--- src/rtl/core/dhcpopt_pkg.sv ---
package dhcpopt_pkg;

    localparam logic [7:0] OPT_MSG_TYPE = 8'd53;
    localparam logic [7:0] OPT_END      = 8'hff;
    localparam logic [7:0] OPT_PAD      = 8'd0;
    localparam logic [7:0] OFFER_CODE   = 8'd2;
    localparam logic [7:0] MSG_TYPE_LEN = 8'd1;
    localparam logic [7:0] OPT_MASK     = 8'd1;
    localparam logic [7:0] OPT_ROUTER   = 8'd3;
    localparam logic [7:0] OPT_DNS      = 8'd6;

    localparam logic [1:0] HEADER_LEN   = 2'd3;
    localparam logic [2:0] CAPTURE_LEN  = 3'd4;

    localparam logic [1:0] STATUS_OFFER     = 2'd0;
    localparam logic [1:0] STATUS_NOT_OFFER = 2'd1;
    localparam logic [1:0] STATUS_TRUNCATED = 2'd2;

    typedef enum logic [2:0] {
        PH_IDLE,
        PH_HEADER,
        PH_CODE,
        PH_LEN,
        PH_VALUE,
        PH_DONE
    } phase_t;

    typedef struct packed {
        logic [7:0]  opt_byte;
        logic        first;
        logic        last;
        logic [31:0] offered_address;
        logic [31:0] server_address;
    } item_t;

    typedef struct packed {
        logic [1:0]  status;
        logic [31:0] offered_ip;
        logic [31:0] server_ip;
        logic [31:0] subnet_mask;
        logic [31:0] router_addr;
        logic [31:0] dns_addr;
        logic        have_mask;
        logic        have_router;
        logic        have_dns;
    } result_t;

    function automatic logic [7:0] header_byte(input logic [1:0] idx);
        logic [7:0] val;
        case (idx)
            2'd0:    val = OPT_MSG_TYPE;
            2'd1:    val = MSG_TYPE_LEN;
            2'd2:    val = OFFER_CODE;
            default: val = OPT_PAD;
        endcase
        return val;
    endfunction

endpackage

--- src/rtl/core/dhcp_offer_option_parser.sv ---
// DHCP offer option parser.
// Input channel: item_valid / item_stall / item, one options byte per
// transaction, with first and last marking message bounds; the offered and
// server addresses are taken with the first byte.
// Output channel: result_valid / result_stall / result, at most one
// transaction per message: at the end code, at a header mismatch, or at the
// last byte when neither came first.
// Latency: a result is shown on the cycle after the byte that causes it.
// Throughput: one byte per cycle; the per-byte state update is a single
// pass of logic between the parse state registers and the result register.
// item_stall rises only while a result is held and result_stall is high;
// then the result and the parse state hold until the result is taken.
// Reset clears the parse state and drops any held result; bytes before the
// next first are ignored, as are bytes after a message's result.
module dhcp_offer_option_parser
    import dhcpopt_pkg::*;
(
    input  logic    clk,
    input  logic    rst_n,
    input  logic    item_valid,
    output logic    item_stall,
    input  item_t   item,
    output logic    result_valid,
    input  logic    result_stall,
    output result_t result
);

    phase_t      phase_reg, phase_next;
    logic [1:0]  hdr_cnt_reg, hdr_cnt_next;
    logic [7:0]  cur_code_reg, cur_code_next;
    logic [7:0]  remaining_reg, remaining_next;
    logic [2:0]  val_idx_reg, val_idx_next;
    logic [31:0] val_acc_reg, val_acc_next;
    logic [31:0] mask_reg, mask_next;
    logic [31:0] router_reg, router_next;
    logic [31:0] dns_reg, dns_next;
    logic [2:0]  found_reg, found_next;
    logic [31:0] offer_reg, offer_next;
    logic [31:0] server_reg, server_next;

    logic        result_valid_reg, result_valid_next;
    result_t     result_reg;

    logic        accept;
    logic        emit;
    logic [1:0]  emit_status;

    assign item_stall   = result_valid_reg & result_stall;
    assign accept       = item_valid & ~item_stall;
    assign result_valid = result_valid_reg;
    assign result       = result_reg;

    always_comb
    begin
        phase_t     cur_phase;
        logic [7:0] b;
        phase_next     = phase_reg;
        hdr_cnt_next   = hdr_cnt_reg;
        cur_code_next  = cur_code_reg;
        remaining_next = remaining_reg;
        val_idx_next   = val_idx_reg;
        val_acc_next   = val_acc_reg;
        mask_next      = mask_reg;
        router_next    = router_reg;
        dns_next       = dns_reg;
        found_next     = found_reg;
        offer_next     = offer_reg;
        server_next    = server_reg;
        emit           = 1'b0;
        emit_status    = STATUS_OFFER;
        b              = item.opt_byte;
        cur_phase      = phase_reg;

        if (item.first)
        begin
            hdr_cnt_next   = 2'd0;
            cur_code_next  = 8'd0;
            remaining_next = 8'd0;
            val_idx_next   = 3'd0;
            val_acc_next   = 32'd0;
            mask_next      = 32'd0;
            router_next    = 32'd0;
            dns_next       = 32'd0;
            found_next     = 3'd0;
            offer_next     = item.offered_address;
            server_next    = item.server_address;
            cur_phase      = PH_HEADER;
            phase_next     = PH_HEADER;
        end

        case (cur_phase)
            PH_HEADER:
            begin
                if (b != header_byte(hdr_cnt_next))
                begin
                    emit        = 1'b1;
                    emit_status = STATUS_NOT_OFFER;
                end
                else
                begin
                    hdr_cnt_next = hdr_cnt_next + 2'd1;
                    if (hdr_cnt_next == HEADER_LEN)
                    begin
                        phase_next = PH_CODE;
                    end
                end
            end
            PH_CODE:
            begin
                if (b == OPT_END)
                begin
                    emit        = 1'b1;
                    emit_status = STATUS_OFFER;
                end
                else if (b != OPT_PAD)
                begin
                    cur_code_next = b;
                    phase_next    = PH_LEN;
                end
            end
            PH_LEN:
            begin
                remaining_next = b;
                val_idx_next   = 3'd0;
                val_acc_next   = 32'd0;
                phase_next     = (b == 8'd0) ? PH_CODE : PH_VALUE;
            end
            PH_VALUE:
            begin
                if (val_idx_reg < CAPTURE_LEN)
                begin
                    val_acc_next = {val_acc_reg[23:0], b};
                    val_idx_next = val_idx_reg + 3'd1;
                end
                remaining_next = remaining_reg - 8'd1;
                if (remaining_next == 8'd0)
                begin
                    if (val_idx_next == CAPTURE_LEN)
                    begin
                        if (cur_code_reg == OPT_MASK)
                        begin
                            mask_next     = val_acc_next;
                            found_next[0] = 1'b1;
                        end
                        else if (cur_code_reg == OPT_ROUTER)
                        begin
                            router_next   = val_acc_next;
                            found_next[1] = 1'b1;
                        end
                        else if (cur_code_reg == OPT_DNS)
                        begin
                            dns_next      = val_acc_next;
                            found_next[2] = 1'b1;
                        end
                    end
                    phase_next = PH_CODE;
                end
            end
            default:
            begin
                phase_next = cur_phase;
            end
        endcase

        if (!emit && item.last && (cur_phase != PH_IDLE) && (cur_phase != PH_DONE))
        begin
            emit        = 1'b1;
            emit_status = STATUS_TRUNCATED;
        end

        if (emit)
        begin
            phase_next = PH_DONE;
        end
    end

    assign result_valid_next = (accept & emit) | (result_valid_reg & result_stall);

    always_ff @(posedge clk or negedge rst_n)
    begin
        if (!rst_n)
        begin
            phase_reg        <= PH_IDLE;
            hdr_cnt_reg      <= 2'd0;
            cur_code_reg     <= 8'd0;
            remaining_reg    <= 8'd0;
            val_idx_reg      <= 3'd0;
            val_acc_reg      <= 32'd0;
            mask_reg         <= 32'd0;
            router_reg       <= 32'd0;
            dns_reg          <= 32'd0;
            found_reg        <= 3'd0;
            offer_reg        <= 32'd0;
            server_reg       <= 32'd0;
            result_valid_reg <= 1'b0;
        end
        else
        begin
            result_valid_reg <= result_valid_next;
            if (accept)
            begin
                phase_reg     <= phase_next;
                hdr_cnt_reg   <= hdr_cnt_next;
                cur_code_reg  <= cur_code_next;
                remaining_reg <= remaining_next;
                val_idx_reg   <= val_idx_next;
                val_acc_reg   <= val_acc_next;
                mask_reg      <= mask_next;
                router_reg    <= router_next;
                dns_reg       <= dns_next;
                found_reg     <= found_next;
                offer_reg     <= offer_next;
                server_reg    <= server_next;
            end
        end
    end

    always_ff @(posedge clk)
    begin
        if (accept && emit)
        begin
            result_reg.status      <= emit_status;
            result_reg.offered_ip  <= offer_next;
            result_reg.server_ip   <= server_next;
            result_reg.subnet_mask <= mask_next;
            result_reg.router_addr <= router_next;
            result_reg.dns_addr    <= dns_next;
            result_reg.have_mask   <= found_next[0];
            result_reg.have_router <= found_next[1];
            result_reg.have_dns    <= found_next[2];
        end
    end

endmodule

--- config.mk ---
export PLATFORM = sky130hd
export DESIGN_NAME = dhcp_offer_option_parser
export DESIGN_NICKNAME = d
export VERILOG_FILES = /design/src/rtl/core/dhcpopt_pkg.sv /design/src/rtl/core/dhcp_offer_option_parser.sv
export SDC_FILE = /design/constraint.sdc
export NUM_CORES = 1
export LEC_CHECK = 0
export ABC_AREA = 1
export BUFFER_PORTS_ARGS = -buffer_cell sky130_fd_sc_hd__buf_2
export CORE_MARGIN = 3
export CORE_UTILIZATION = 36
export CTS_BUF_LIST = sky130_fd_sc_hd__clkbuf_4 sky130_fd_sc_hd__clkbuf_8
export DETAILED_ROUTE_END_ITERATION = 7
export GPL_ROUTABILITY_DRIVEN = 0
export GPL_TIMING_DRIVEN = 0
export SLEW_MARGIN = 5
export SYNTH_ARGS = -nofsm -noshare
export SYNTH_HDL_FRONTEND = slang
export SYNTH_SLANG_ARGS = --single-unit
--- constraint.sdc ---
create_clock -name clk -period 4.9 [get_ports clk]
set_input_delay 0.49 -clock clk [delete_from_list [all_inputs] [get_ports clk]]
set_output_delay 0.49 -clock clk [all_outputs]
set_load 0.02 [all_outputs]
==> out/results.txt <==
The cell family contributing the most delay on the critical path is buffers and inverters. Beginning of the worst register-to-register path: result_valid$_DFF_PN0_. The tools report the pin count of the biggest net entering global routing as 109. Traced cell by cell, the critical path runs through nand2_1 -> nand2_1 -> inv_1 -> clkbuf_1 -> nand2_1 -> clkinvlp_4 -> buf_12 -> buf_12 -> buf_12. The depth of the worst hold-timing path was 3; the data arrival at the endpoint of the critical path was 3740 ps. The post-placement worst setup slack was 1010 ps; the count of TritonRoute iterations in the first routing pass was 6.

IR analysis of the VDD net gives a maximum drop of 170 uV. The floorplan step defined a die boundary enclosing 53000 um2. The worst setup path is launched from a register.

Chip width: 230 um. The initialized floorplan defines 81 standard-cell rows. The number of nets in the layout came out at 2526. In this run the deepest clock path goes through 3 buffers. The tools report the met1 track demand over resource as 0.277. The share of flip-flops with an asynchronous set or reset after synthesis was 0.571. For this design the top-level I/O count stands at 245. The class of the worst hold path was input pin to register.

The number of enable flip-flop cells after synthesis is 165. The run gives 0.320 as the routing usage on met2. After filler insertion, the fill cell instance count of the layout stands at 4880. The most critical setup path has its startpoint at result_valid$_DFF_PN0_. Based on the critical path, the design can be clocked at up to 0.294 GHz. Global-route usage over all layers: 0.204. The worst setup path is captured at a register. The register with the most flip-flops in the layout has 165 of them.

The number of global-route vias before repair is 15100, and the cell leakage power is 10.1 nW. The minimum hold slack came out at 98.7 ps. The slowest stage cell on the critical path was sky130_fd_sc_hd__clkbuf_1. The clock sink total is 385. The area growth from synthesis to layout is 19.8%.

The global routing stage identified its most utilized layer as met2. The global routing met3 resource utilization was 0.0437; the worst-path maximum fanout was 45. The fraction of layout instances using a drive strength above 1 works out to 0.183. The tool flagged a number of max-cap violations equal to 0. The number of buffers and inverters on the critical path is 6.

For the final critical-path setup slack, the log shows 1500 ps. Measured along the y axis, the die boundary spans 230 um. The aggregate negative setup slack is 0 ps. The first global-routing pass estimated 84300 um of wire. The depth of the most critical reg-to-reg path is 9, and the clock skew after layout is 49.8 ps. The number of antenna violations at the first check in global routing is 1, and the clock slew at the register clock pins of the worst setup and hold paths is 50 ps. The run gives 2205 as the post-synthesis net count. The tools report the initial core utilization as 0.367. The number of placed instances, taps included, is 3036. The most critical setup path has its endpoint at result[16]$_DFFE_PP_. The number of clock buffers inserted by TritonCTS is 69, and the total of warnings raised by yosys is 0.

After detailed routing, the number of remaining DRC violations is 0. The average detailed-routed wire length per instance came out at 17.3 um. The required time of the worst setup path is 5230 ps, and the total grt overflow is 0. The sequential share of the synthesized area was 0.579.

Excluding fillers, the count of instances in the completed layout stands at 3161. The logs give 0.332 for the worst slew slack as a fraction of its limit and 1196 for the iteration-0 DRC count of the detailed router. In this run the power density over the cells is 363 nW/um2. The via count is 15600, and the average vias per placed instance is 4.95. The total half-perimeter wirelength after legalization and detailed placement is 40100 um.

The H-tree generated during clock tree synthesis spans 3 levels. Each instance of the synthesized netlist takes up on average 8.52 um2. Post-route clock period utilization: 0.695. The critical path is of the register to register type. TritonCTS built the clock tree.

The run finished with clean final reports. The slack of the worst reg-to-reg path is 1500 ps. The terminus of the critical flop-to-flop path was result[16]$_DFFE_PP_.

The synthesized design contains 385 register bits. For the number of instances in the synthesized netlist, the log shows 2123. The root buffer cell is sky130_fd_sc_hd__clkbuf_8.

The total area inside the core boundary comes to 49300 um2. The number of buffers inserted by port buffering is 243, and the number of cells on the critical path is 9. The tools report the share of the core filled with cells in the final layout as 0.440.

Clock latency on the worst-skew pair: 660 ps. The detail route stage leaves a number of antenna-violating nets equal to 0. For the number of different library cells in the post-synthesis netlist, the log shows 40. The largest single stage delay on the critical path is 630 ps. The worst path needs 3400 ps of the cycle, external delays included.

Setup violations remaining at the end of the flow were counted as 0. Summing every instance area after synthesis gives 18100 um2. The most used flip-flop cell after synthesis is sky130_fd_sc_hd__dfrtp_1. Max-slew violation count: 0. The startpoint identified for the worst hold timing path is result_stall. At the pin with the least slew margin, the transition time is 1000 ps. Setup repair after global routing left no endpoint under its margin.

For the count of final hold-check violations, the log shows 0. The final layout contains routed wiring with a total length of 54700 um.
cell usage after synthesis, drive strengths merged, types with 2 or more instances:
| master | n | area (um2) |
|---|---|---|
| nor2 | 152 | 611 |
| nand3 | 127 | 671 |
| nand4 | 61 | 388 |
| a21oi | 10 | 50.1 |
| dfrtp | 220 | 5510 |
| nor3 | 27 | 140 |
| o21ai | 224 | 1130 |
| buf | 59 | 329 |
| inv | 253 | 952 |
| clkbuf | 65 | 244 |
| o22ai | 19 | 119 |
| nand2 | 702 | 2700 |
| o211ai | 2 | 15.0 |
| o221ai | 4 | 35.0 |
| ha | 4 | 50.1 |
| edfxtp | 165 | 4950 |
| and2 | 20 | 125 |
where the power goes:
group,internal [mW],switching [mW]
registers,3.68,0.0903
logic,0.288,0.788
clock network,1.69,1.34
layout make-up:
type | count | area [um2] | area share
plain buffers | 124 | 573 | 0.0264
diodes | 1 | 2.50 | 0.000115
clock inverters | 19 | 124 | 0.00572
well taps | 664 | 831 | 0.0383
inverters | 254 | 961 | 0.0443
repair buffers | 250 | 1370 | 0.0633
clock buffers | 104 | 1260 | 0.0580
flip-flops and latches | 385 | 10500 | 0.483
multi-input cells | 1360 | 6090 | 0.281
layout by cell type (no fill, tap or decap), drive strengths merged, types with 2 or more instances in the layout:
master and instances:
o22ai 19, nand4 61, clkinv 14, o211ai 2, nor2 152, o221ai 4, ha 4, o21ai 224
a21oi 10, buf 308, clkinvlp 4, nand3 127, edfxtp 165, nor3 27, inv 254, dfrtp 220
clkbuf 169, nand2 702, and2 20
repair_timing:
action | 4_1_cts | 5_1_grt
hold endpoints to repair | 30 | 0
buffers inserted | 0 | 0
hold buffers | 1 | 0
resized for setup | 0 | 0
worst min-delay path by stage:
stage,to,slack (ps)
2_1_floorplan,cur_code_reg[0]$_DFFE_PN0P_,190
3_3_place_gp,dns_reg[16]$_DFFE_PN0P_,460
3_5_place_dp,server_reg[21]$_DFFE_PN0P_,370
4_1_cts,result_valid$_DFF_PN0_,40
5_1_grt,result_valid$_DFF_PN0_,110
6_report,result_valid$_DFF_PN0_,100
worst reg2reg max path: cells and delay by family, from the launching register on:
| family | cells | cell delay (ps) |
|---|---|---|
| buffers and inverters | 6 | 2070 |
| and+or+nand+nor | 3 | 600 |
| DFF | 1 | 380 |
metrics by stage:
| stage | total power [mW] | area [um2] |
|---|---|---|
| 5_1_grt | 8.26 | 21700 |
| 4_1_cts | 7.99 | 21700 |
| 6_report | 7.87 | 21700 |
| 2_1_floorplan | 4.47 | 18100 |
| 3_3_place_gp | 4.88 | 20100 |
| 3_5_place_dp | 4.91 | 20300 |
metal layers:
metal  vias up  share of wire
li1       7487              -
met1      7465           0.44
met2       566           0.45
met3       124          0.073
met4         0          0.031
met5         -              0
cell families after synthesis:
kind of cell	after synthesis	synth area share
AO/OA/AOI/OAI	263	0.0761
XOR/XNOR	2	0.000969
adder cells (fa/ha/maj)	4	0.00277
buffers and inverters	378	0.0846
flip-flops	385	0.579
AND/OR/NAND/NOR	1091	0.257
Note: power is estimated with default switching activity, not from simulation.
